===== src/rtl/core/apss_pkg.sv =====
`timescale 1ns / 1ps
`default_nettype none
// ----------------------------------------------------------------------------
// apss_pkg: shared types and constants of the heading-hold servo stepper
// Field widths, gain format, level quantizer constants and the servo table.
// ----------------------------------------------------------------------------
package apss_pkg;

	localparam int GAIN_FRAC_BITS = 8;

	localparam int HEAD_W  = 9;
	localparam int ERR_W   = 8;
	localparam int DIFF_W  = 10;
	localparam int TERM_W  = 10;
	localparam int INTEG_W = 15;
	localparam int SUM_W   = 16;
	localparam int GAIN_W  = 16;
	localparam int PD_W    = GAIN_W + 1 + TERM_W;
	localparam int PI_W    = GAIN_W + 1 + INTEG_W;
	localparam int ACC_W   = PI_W + 1;
	localparam int LVL_W   = 3;
	localparam int IDX_W   = 4;

	localparam int FULL_TURN   = 360;
	localparam int HALF_TURN   = 180;
	localparam int FLIP_LIMIT  = 10000;
	localparam int INTEG_CLAMP = 16383;
	localparam int LEVEL_CAP   = 5;
	localparam int LEVEL_STEP  = 1000;

	localparam logic [ACC_W-1:0] LEVEL_UNIT = ACC_W'(LEVEL_STEP * (2 ** GAIN_FRAC_BITS));
	localparam logic [ACC_W-1:0] LEVEL_TOP  =
		ACC_W'(LEVEL_CAP * LEVEL_STEP * (2 ** GAIN_FRAC_BITS));
	localparam logic [ACC_W-1:0] LEVEL_OUT  =
		ACC_W'((LEVEL_CAP + 1) * LEVEL_STEP * (2 ** GAIN_FRAC_BITS));

	localparam logic [GAIN_W-1:0] KP_RESET = GAIN_W'(17920);

	typedef enum logic [1:0] {
		CFG_PID_MODE = 2'd0,
		CFG_KP       = 2'd1,
		CFG_KI       = 2'd2,
		CFG_KD       = 2'd3
	} cfg_idx_t;

	typedef enum logic {
		MODE_INCR = 1'b0,
		MODE_POS  = 1'b1
	} pid_mode_t;

	typedef struct packed {
		logic signed [DIFF_W-1:0] diff;
		logic                     dir;
		logic [ERR_W-1:0]         mag;
	} wrap_t;

	typedef struct packed {
		logic signed [TERM_W-1:0]  tp;
		logic signed [INTEG_W-1:0] ti;
		logic signed [TERM_W-1:0]  td;
		logic                      take_abs;
		logic                      dir;
		logic [ERR_W-1:0]          mag;
	} terms_t;

	typedef struct packed {
		logic signed [PD_W-1:0] pp;
		logic signed [PI_W-1:0] pi;
		logic signed [PD_W-1:0] pd;
		logic                   take_abs;
		logic                   dir;
		logic [ERR_W-1:0]       mag;
	} prod_t;

	// servo angle for levels -5..5, indexed by level + 5
	function automatic logic [ERR_W-1:0] level_angle(input logic [IDX_W-1:0] idx);
		logic [ERR_W-1:0] a;
		case (idx)
			4'd0:    a = 8'd180;
			4'd1:    a = 8'd126;
			4'd2:    a = 8'd117;
			4'd3:    a = 8'd108;
			4'd4:    a = 8'd99;
			4'd5:    a = 8'd90;
			4'd6:    a = 8'd81;
			4'd7:    a = 8'd72;
			4'd8:    a = 8'd63;
			4'd9:    a = 8'd54;
			default: a = 8'd0;
		endcase
		return a;
	endfunction

endpackage
`default_nettype wire


===== src/rtl/core/apss_wrap.sv =====
`timescale 1ns / 1ps
`default_nettype none
// ----------------------------------------------------------------------------
// apss_wrap: heading fold and shortest-path wrap
// Folds both headings into 0..359 and turns target - current into an error
// magnitude of 0..180 and a turn direction.
// ----------------------------------------------------------------------------
module apss_wrap import apss_pkg::*; (
	input  logic [HEAD_W-1:0] current_heading,
	input  logic [HEAD_W-1:0] target_heading,
	output wrap_t             wrap
);

	localparam logic signed [DIFF_W-1:0] HALF_S = DIFF_W'(HALF_TURN);
	localparam logic signed [DIFF_W-1:0] FULL_S = DIFF_W'(FULL_TURN);

	logic [HEAD_W-1:0]        cur;
	logic [HEAD_W-1:0]        tgt;
	logic signed [DIFF_W-1:0] diff;
	logic signed [DIFF_W-1:0] mag;

	assign cur = (current_heading >= HEAD_W'(FULL_TURN)) ?
		current_heading - HEAD_W'(FULL_TURN) : current_heading;
	assign tgt = (target_heading >= HEAD_W'(FULL_TURN)) ?
		target_heading - HEAD_W'(FULL_TURN) : target_heading;
	assign diff = signed'({1'b0, tgt}) - signed'({1'b0, cur});

	always_comb begin
		wrap.diff = diff;
		if (diff > HALF_S) begin
			mag      = FULL_S - diff;
			wrap.dir = 1'b1;
		end else if (diff < 0 && diff >= -HALF_S) begin
			mag      = -diff;
			wrap.dir = 1'b1;
		end else if (diff < -HALF_S) begin
			mag      = FULL_S + diff;
			wrap.dir = 1'b0;
		end else begin
			mag      = diff;
			wrap.dir = 1'b0;
		end
		wrap.mag = mag[ERR_W-1:0];
	end

endmodule
`default_nettype wire


===== src/rtl/core/apss_terms.sv =====
`timescale 1ns / 1ps
`default_nettype none
// ----------------------------------------------------------------------------
// apss_terms: PID error history, integral and term selection
// Holds the last two errors and the integral, builds the three terms that
// the gains multiply and registers them.
// ----------------------------------------------------------------------------
module apss_terms import apss_pkg::*; (
	input  logic      clk,
	input  logic      arst_n,
	input  logic      ld,
	input  pid_mode_t mode,
	input  wrap_t     wrap_s1,
	output terms_t    terms_s2
);

	localparam logic signed [SUM_W-1:0] CLAMP_S = SUM_W'(INTEG_CLAMP);
	localparam logic signed [SUM_W-1:0] FLIP_S  = SUM_W'(FLIP_LIMIT);

	logic [ERR_W-1:0]          e1_q;
	logic [ERR_W-1:0]          e2_q;
	logic signed [INTEG_W-1:0] integ_q;

	logic signed [TERM_W-1:0]  mag_s;
	logic signed [TERM_W-1:0]  e1_s;
	logic signed [TERM_W-1:0]  e2_s;
	logic signed [TERM_W-1:0]  d1;
	logic signed [TERM_W-1:0]  d2;
	logic signed [SUM_W-1:0]   isum;
	logic signed [SUM_W-1:0]   iclamp;
	logic signed [SUM_W-1:0]   iflip;
	logic signed [INTEG_W-1:0] integ_nx;
	terms_t                    terms_d;

	assign mag_s = signed'({2'b00, wrap_s1.mag});
	assign e1_s  = signed'({2'b00, e1_q});
	assign e2_s  = signed'({2'b00, e2_q});
	assign d1    = mag_s - e1_s;
	assign d2    = mag_s - (e1_s <<< 1) + e2_s;

	// integral: add raw difference, clamp, then flip sign past the limit
	always_comb begin
		isum = SUM_W'(integ_q) + SUM_W'(wrap_s1.diff);
		if (isum > CLAMP_S)
			iclamp = CLAMP_S;
		else if (isum < -CLAMP_S)
			iclamp = -CLAMP_S;
		else
			iclamp = isum;
		iflip    = (iclamp > FLIP_S || iclamp < -FLIP_S) ? -iclamp : iclamp;
		integ_nx = iflip[INTEG_W-1:0];
	end

	always_comb begin
		terms_d.dir = wrap_s1.dir;
		terms_d.mag = wrap_s1.mag;
		if (mode == MODE_INCR) begin
			terms_d.tp       = d1;
			terms_d.ti       = INTEG_W'(mag_s);
			terms_d.td       = d2;
			terms_d.take_abs = 1'b0;
		end else begin
			terms_d.tp       = mag_s;
			terms_d.ti       = integ_nx;
			terms_d.td       = d1;
			terms_d.take_abs = 1'b1;
		end
	end

	always_ff @(posedge clk or negedge arst_n) begin
		if (!arst_n) begin
			e1_q    <= '0;
			e2_q    <= '0;
			integ_q <= '0;
		end else if (ld) begin
			e1_q <= wrap_s1.mag;
			if (mode == MODE_INCR)
				e2_q <= e1_q;
			else
				integ_q <= integ_nx;
		end
	end

	always_ff @(posedge clk) begin
		if (ld)
			terms_s2 <= terms_d;
	end

	ap_integ_range: assert property (@(posedge clk) disable iff (!arst_n)
		(integ_q <= INTEG_W'(INTEG_CLAMP)) && (integ_q >= -INTEG_W'(INTEG_CLAMP)))
		else $error("integral outside clamp range");

	ap_e2_follows: assert property (@(posedge clk) disable iff (!arst_n)
		(ld && mode == MODE_INCR) |=> (e2_q == $past(e1_q)))
		else $error("error history did not shift");

	ap_integ_frozen: assert property (@(posedge clk) disable iff (!arst_n)
		(ld && mode == MODE_INCR) |=> $stable(integ_q))
		else $error("integral changed in incremental mode");

endmodule
`default_nettype wire


===== src/rtl/core/apss_mult.sv =====
`timescale 1ns / 1ps
`default_nettype none
// ----------------------------------------------------------------------------
// apss_mult: gain multipliers
// Multiplies the three PID terms by their Q8.8 gains and registers the
// products.
// ----------------------------------------------------------------------------
module apss_mult import apss_pkg::*; (
	input  logic              clk,
	input  logic              ld,
	input  logic [GAIN_W-1:0] kp,
	input  logic [GAIN_W-1:0] ki,
	input  logic [GAIN_W-1:0] kd,
	input  terms_t            terms_s2,
	output prod_t             prod_s3
);

	prod_t prod_d;

	always_comb begin
		prod_d.pp       = PD_W'(signed'({1'b0, kp})) * PD_W'(terms_s2.tp);
		prod_d.pi       = PI_W'(signed'({1'b0, ki})) * PI_W'(terms_s2.ti);
		prod_d.pd       = PD_W'(signed'({1'b0, kd})) * PD_W'(terms_s2.td);
		prod_d.take_abs = terms_s2.take_abs;
		prod_d.dir      = terms_s2.dir;
		prod_d.mag      = terms_s2.mag;
	end

	always_ff @(posedge clk) begin
		if (ld)
			prod_s3 <= prod_d;
	end

endmodule
`default_nettype wire


===== src/rtl/core/apss_quant.sv =====
`timescale 1ns / 1ps
`default_nettype none
// ----------------------------------------------------------------------------
// apss_quant: level quantizer and servo table
// Sums the products, quantizes to a signed level and looks up the servo
// angle; levels outside the table keep the last angle.
// ----------------------------------------------------------------------------
module apss_quant import apss_pkg::*; (
	input  logic             clk,
	input  logic             arst_n,
	input  logic             ld,
	input  prod_t            prod_s3,
	output logic [ERR_W-1:0] servo_angle,
	output logic             turn_direction,
	output logic [ERR_W-1:0] wrapped_error
);

	logic signed [ACC_W-1:0] acc;
	logic [ACC_W-1:0]        amag;
	logic                    neg_eff;
	logic                    lvl_neg;
	logic                    in_rng;
	logic [LVL_W-1:0]        lvl;
	logic [IDX_W-1:0]        idx;
	logic [ERR_W-1:0]        servo_q;

	assign acc     = ACC_W'(prod_s3.pp) + ACC_W'(prod_s3.pi) + ACC_W'(prod_s3.pd);
	assign amag    = acc[ACC_W-1] ? ACC_W'(-acc) : ACC_W'(acc);
	// positional mode takes the absolute value, so only incremental goes negative
	assign neg_eff = acc[ACC_W-1] && !prod_s3.take_abs;

	always_comb begin
		lvl    = '0;
		in_rng = 1'b1;
		if (!neg_eff && amag > LEVEL_TOP) begin
			lvl = LVL_W'(LEVEL_CAP);
		end else begin
			for (int k = 1; k <= LEVEL_CAP; k++) begin
				if (amag >= ACC_W'(k) * LEVEL_UNIT)
					lvl = lvl + LVL_W'(1);
			end
			in_rng = (amag < LEVEL_OUT);
		end
	end

	// level sign: sum sign times turn direction
	assign lvl_neg = neg_eff ^ !prod_s3.dir;
	assign idx     = lvl_neg ? IDX_W'(LEVEL_CAP) - IDX_W'(lvl) : IDX_W'(LEVEL_CAP) + IDX_W'(lvl);

	always_ff @(posedge clk or negedge arst_n) begin
		if (!arst_n)
			servo_q <= '0;
		else if (ld && in_rng)
			servo_q <= level_angle(idx);
	end

	always_ff @(posedge clk) begin
		if (ld) begin
			turn_direction <= prod_s3.dir;
			wrapped_error  <= prod_s3.mag;
		end
	end

	assign servo_angle = servo_q;

endmodule
`default_nettype wire


===== src/rtl/core/angle_pid_servo_stepper_unit.sv =====
`timescale 1ns / 1ps
`default_nettype none
// ----------------------------------------------------------------------------
// angle_pid_servo_stepper_unit: heading-hold PID servo stepper
// Takes a current and a target heading, forms the shortest-path error and
// turn direction, runs incremental or positional PID and maps the quantized
// level to a servo angle.
//
// Input channel in_valid/in_ready carries current_heading and target_heading;
// output channel out_valid/out_ready returns servo_angle, turn_direction and
// wrapped_error, one result per input transfer, in order.
// From input transfer to out_valid: wrap into the first register, error
// history and integral update into the term register, gain multipliers
// into the product register, sum, quantizer and table into the output
// register. One item per cycle is sustained while out_ready stays high.
// Each stage holds while the one after it is full and stalled, so a stalled
// receiver fills the pipe and in_ready drops only when all stages are full.
// Registers are written through cfg_wr_en/cfg_index/cfg_data; the user must write them
// only while idle, the block does not enforce it. Reset selects positional mode with
// Kp = 70.0, clears error history, integral and held servo angle, and empties the pipe.
// ----------------------------------------------------------------------------
module angle_pid_servo_stepper_unit import apss_pkg::*; (
	input  logic              clk,
	input  logic              arst_n,
	input  logic              in_valid,
	output logic              in_ready,
	input  logic [HEAD_W-1:0] current_heading,
	input  logic [HEAD_W-1:0] target_heading,
	output logic              out_valid,
	input  logic              out_ready,
	output logic [ERR_W-1:0]  servo_angle,
	output logic              turn_direction,
	output logic [ERR_W-1:0]  wrapped_error,
	input  logic              cfg_wr_en,
	input  logic [1:0]        cfg_index,
	input  logic [GAIN_W-1:0] cfg_data
);

	pid_mode_t         mode_q;
	logic [GAIN_W-1:0] kp_q;
	logic [GAIN_W-1:0] ki_q;
	logic [GAIN_W-1:0] kd_q;

	logic   v_s1, v_s2, v_s3, out_valid_q;
	logic   ld1, ld2, ld3, ld_out;
	wrap_t  wrap_d;
	wrap_t  wrap_s1;
	terms_t terms_s2;
	prod_t  prod_s3;

	// configuration registers
	always_ff @(posedge clk or negedge arst_n) begin
		if (!arst_n) begin
			mode_q <= MODE_POS;
			kp_q   <= KP_RESET;
			ki_q   <= '0;
			kd_q   <= '0;
		end else if (cfg_wr_en) begin
			case (cfg_idx_t'(cfg_index))
				CFG_PID_MODE: mode_q <= pid_mode_t'(cfg_data[0]);
				CFG_KP:       kp_q   <= cfg_data;
				CFG_KI:       ki_q   <= cfg_data;
				CFG_KD:       kd_q   <= cfg_data;
				default:      ;
			endcase
		end
	end

	// pipeline advance: a stage loads when the one ahead is empty or moving
	assign ld_out   = v_s3 && (!out_valid_q || out_ready);
	assign ld3      = v_s2 && (!v_s3 || ld_out);
	assign ld2      = v_s1 && (!v_s2 || ld3);
	assign in_ready = !v_s1 || ld2;
	assign ld1      = in_valid && in_ready;

	always_ff @(posedge clk or negedge arst_n) begin
		if (!arst_n) begin
			v_s1        <= 1'b0;
			v_s2        <= 1'b0;
			v_s3        <= 1'b0;
			out_valid_q <= 1'b0;
		end else begin
			v_s1        <= ld1 || (v_s1 && !ld2);
			v_s2        <= ld2 || (v_s2 && !ld3);
			v_s3        <= ld3 || (v_s3 && !ld_out);
			out_valid_q <= ld_out || (out_valid_q && !out_ready);
		end
	end

	assign out_valid = out_valid_q;

	apss_wrap u_wrap (
		.current_heading (current_heading),
		.target_heading  (target_heading),
		.wrap            (wrap_d)
	);

	always_ff @(posedge clk) begin
		if (ld1)
			wrap_s1 <= wrap_d;
	end

	apss_terms u_terms (
		.clk      (clk),
		.arst_n   (arst_n),
		.ld       (ld2),
		.mode     (mode_q),
		.wrap_s1  (wrap_s1),
		.terms_s2 (terms_s2)
	);

	apss_mult u_mult (
		.clk      (clk),
		.ld       (ld3),
		.kp       (kp_q),
		.ki       (ki_q),
		.kd       (kd_q),
		.terms_s2 (terms_s2),
		.prod_s3  (prod_s3)
	);

	apss_quant u_quant (
		.clk            (clk),
		.arst_n         (arst_n),
		.ld             (ld_out),
		.prod_s3        (prod_s3),
		.servo_angle    (servo_angle),
		.turn_direction (turn_direction),
		.wrapped_error  (wrapped_error)
	);

	ap_s1_hold: assert property (@(posedge clk) disable iff (!arst_n)
		(v_s1 && !ld2) |=> (v_s1 && $stable(wrap_s1)))
		else $error("first stage lost its item while stalled");

	ap_ready_full: assert property (@(posedge clk) disable iff (!arst_n)
		!in_ready |-> (v_s1 && v_s2 && v_s3 && out_valid_q))
		else $error("input stalled with room in the pipe");

	ap_err_range: assert property (@(posedge clk) disable iff (!arst_n)
		out_valid |-> (wrapped_error <= ERR_W'(HALF_TURN)))
		else $error("wrapped error above half turn");

	ap_zero_dir: assert property (@(posedge clk) disable iff (!arst_n)
		(out_valid && wrapped_error == '0) |-> !turn_direction)
		else $error("zero error must turn in the negative direction");

endmodule
`default_nettype wire

===== config.mk =====
export PLATFORM = sky130hd
export DESIGN_NAME = angle_pid_servo_stepper_unit
export DESIGN_NICKNAME = d
export VERILOG_FILES = /design/src/rtl/core/apss_pkg.sv /design/src/rtl/core/apss_wrap.sv /design/src/rtl/core/apss_terms.sv /design/src/rtl/core/apss_mult.sv /design/src/rtl/core/apss_quant.sv /design/src/rtl/core/angle_pid_servo_stepper_unit.sv
export SDC_FILE = /design/constraint.sdc
export NUM_CORES = 2
export LEC_CHECK = 0
export BUFFER_PORTS_ARGS = -buffer_cell sky130_fd_sc_hd__buf_2
export CORE_ASPECT_RATIO = 0.75
export CORE_UTILIZATION = 66
export DETAILED_ROUTE_END_ITERATION = 7
export PLACE_DENSITY = 0.91
export SYNTH_ARGS = -nofsm -noshare
export SYNTH_HDL_FRONTEND = slang
export SYNTH_SLANG_ARGS = --single-unit

===== constraint.sdc =====
create_clock -name clk -period 10.2 [get_ports clk]
set_input_delay 1.02 -clock clk [delete_from_list [all_inputs] [get_ports clk]]
set_output_delay 1.02 -clock clk [all_outputs]
set_load 0.005 [all_outputs]

==> flow_summary.yaml <==
global_route:
  grt.busiest_layer: "met2"
  grt_pass1_wl_um: 133200
  gr-usage-met1_pct: 44.19
  track_usage_pct: 32.97
  use_met3_pct: 7.121
  grt_max_degree: 68
  antenna_found_initial: 3
  first_global_vias: 25760
  grt-ovfl-total: 0
  grt_util_met2_pct: 51.58
routing:
  detail_route.first_pass.iterations: 6
  first_iter_violations: 2482
  via_per_inst: 6.152
  num_vias: 25160
  drc: 0
  wl_um: 82890
  ant_nets: 0
  wl_per_cell_um: 20.27
yosys:
  synth-edff-count: 166
  synth_cells: 3427
  synth_cell_types: 96
  avgSynthCellArea_um2: 9.769
  synth_area_um2: 33480
  ys_seq_elements: 258
  synth-warning-count: 0
  synth_top_flop_cell: "edfxtp_1"
  seq_area_frac_synth_pct: 21.78
  async_reset_ff_share_pct: 35.66
  syn-num-nets: 4256
floorplan:
  initial_core_util_pct: 66.82
  coreArea_um2: 50100
  ios: 60
  die_area_um2: 51640
  die_h_um: 197.0
  rows: 71
  dieWidth_um: 262.1
clocking:
  cts.path.max_buffers: 3
  cts-hold-fix-buffers: 0
  clkTransAtPathRegs_ns: 0.07
  ctsRootBufferMaster: "clkbuf_16"
  cts_tree: "yes"
  clk_latency_ns: 0.62
  cts-resized-gates: 0
  numCtsBuffers: 28
  cts_setup_buffers: 0
  cts_max_level: 1
  clkSinkCount: 258
critical_path:
  cp-start-kind: "flop"
  slowest_delay_ns: 0.56
  r2r_cells: 32
  worstSetupPathType: "flop to flop"
  r2r_slack_ns: 0.66
  required_ns: 10.65
  cp-end-kind: "flop"
  r2r_end: "u_quant.servo_angle[0]"
  cp_slowest_cell: "and4_1"
  path_max_fanout: 15
  crit_top_cell: "ha_1"
  reg2reg_from: "u_mult.prod_s3[11]"
  arrival_ns: 9.98
placed_design:
  dp_cells: 4034
  io_buffer_count: 59
  routabilityCongestion: 0.9525
  detailed_place_hpwl_um: 64200
  placed_cell_area_um2: 34240
timing:
  period_needed_ns: 9.535
  slew_violations: 0
  finalHoldViolCount: 0
  setup_viol: 0
  max_clock_freq_ghz: 0.1049
  fin_crit_sh_pct: 93.48
  slew_headroom_pct: 16.52
  worstMarginPinSlew_ns: 1.248
  skew_ns: 0.06215
  finalSetupTns_ns: 0
  rsz0062_at_grt: "false"
run_status:
  outcome: "completed"
cells_and_area:
  final_cell_area_um2: 35250
  fin_cells: 4089
  fill_cells: 3430
  nNetsFinal: 4236
  areaGrowthSynthToFinish_pct: 5.292
  layout-drive-gt1-share_pct: 6.445
flow_run:
  max_cap_viol_count: 0
min_path:
  hp-class: "primary input to async pin"
[cells in the mapped netlist, types with 7 or more instances]
cell type	n	area, µm²
nor2b_1	25	156.4
xnor2_1	119	1042
a21oi_1	136	680.7
or3_1	13	81.33
mux2i_1	17	170.2
clkbuf_1	119	446.7
mux2_2	58	653.1
a21o_1	42	315.3
and2_1	231	1445
nor3b_1	7	52.55
nor3_1	51	255.2
o31ai_1	13	97.59
fa_1	434	8688
or2_2	7	43.79
nand3_1	38	190.2
o21bai_1	44	330.3
a21boi_0	8	60.06
edfxtp_1	166	4985
a211o_1	7	61.31
inv_1	495	1858
xor2_1	32	280.3
a2111oi_0	12	105.1
a31oi_1	13	81.33
o211ai_1	20	150.1
dfrtp_1	88	2202
and3_1	18	112.6
o21ai_0	96	480.5
o21a_1	20	150.1
nand3b_1	9	67.56
nor4_1	11	68.82
nand2b_1	65	406.6
nor2_1	109	409.1
a211oi_1	10	75.07
ha_1	354	4429
or4_1	7	52.55
nand2_1	401	1505
nand4_1	12	75.07
[how the worst max path moves through the flow]
stage / start / endpoint / cells after the start
after floorplan: u_mult.prod_s3[11] / u_quant.servo_angle[0] / 34
after global placement: u_mult.prod_s3[11] / u_quant.servo_angle[0] / 32
after detailed placement: u_mult.prod_s3[11] / u_quant.servo_angle[0] / 32
after CTS: u_mult.prod_s3[11] / u_quant.servo_angle[0] / 32
after global routing: u_mult.prod_s3[13] / u_quant.servo_angle[0] / 30
final: u_mult.prod_s3[11] / u_quant.servo_angle[0] / 32
[per-stage QoR]
stage / hold slack [ns] / util (%) / setup WS (ns)
CTS: 0.3500 / 70.32 / 0.6962
detailed placement: 0.4045 / 68.33 / 0.7356
finish: 0.3603 / 70.36 / 0.6648
floorplan: 0.4003 / - / 1.718
global route: 0.3728 / 70.34 / 0.1662
global placement: 0.4024 / 68.33 / 1.025
[layout by cell type, fill, tap and decap left out, types with 17 or more instances in the layout]
cell type / count
clkbuf_16: 28
and2_1: 230
nand2b_1: 65
mux2_2: 58
o21ai_0: 96
nor3_1: 51
edfxtp_1: 166
nand2_1: 401
a21oi_1: 136
inv_1: 494
xnor2_1: 119
a21o_1: 42
mux2i_1: 17
nor2b_1: 25
nand3_1: 38
and3_1: 18
buf_2: 58
ha_1: 354
o211ai_1: 20
o21bai_1: 44
nor2_1: 109
xor2_1: 32
fa_1: 434
dfrtp_1: 88
o21a_1: 20
[cell families (layout without fill, tap and decap cells)]
family	count (synthesis)	after routing	synth area share, %
AO/OA/AOI/OAI	507	507	10.16
flip-flops	258	258	21.78
multiplexers	77	77	2.526
buffers and inverters	619	621	6.966
adder cells (fa/ha/maj)	788	788	39.18
XOR/XNOR	153	153	4.048
other	0	3	0
AND/OR/NAND/NOR	1025	1025	15.33
[registers in the layout, indices dropped and copies added, names as in the netlist]
signal                  count
v_s1                        1
mode_q                      1
u_quant.wrapped_error       8
out_valid                   1
u_quant.turn_direction      1
u_mult.prod_s3             95
u_quant.servo_angle         8
wrap_s1                    18
v_s2                        1
u_terms.terms_s2           44
u_terms.e1_q                8
kp_q                       16
v_s3                        1
kd_q                       16
u_terms.e2_q                8
ki_q                       16
u_terms.integ_q            15
[per-layer routing]
metal | vias up | share of wire (%)
met5 | - | 0.014
met4 | 2 | 5.0
met3 | 245 | 11
met2 | 1258 | 45
met1 | 12380 | 39
li1 | 11280 | -
[final cells by class]
| class | instances | area [µm²] | share of cell area, % |
|---|---|---|---|
| diodes | 3 | 7.507 | 0.02130 |
| clock buffers | 31 | 732.0 | 2.076 |
| clock inverters | 21 | 264.0 | 0.7489 |
| inverters | 496 | 1862 | 5.282 |
| multi-input cells | 2550 | 23870 | 67.71 |
| flip-flops and latches | 258 | 7292 | 20.69 |
| well taps | 657 | 822.0 | 2.332 |
| repair buffers | 73 | 402.9 | 1.143 |
[worst max-delay path, delay by kind of cell (launching register included)]
family | cells | cell delay, ns
DFF | 1 | 0.40
and+or+nand+nor | 12 | 3.64
muxes | 2 | 0.51
xor gates and xnor gates | 2 | 0.45
AOI/OAI and AO/OA | 7 | 1.83
buffers and inverters | 2 | 0.18
adders and majority gates | 7 | 2.41
Power is left out: the tool's default activity adds up to more than one toggle a clock period on the data nets, which glitch-free logic cannot reach.
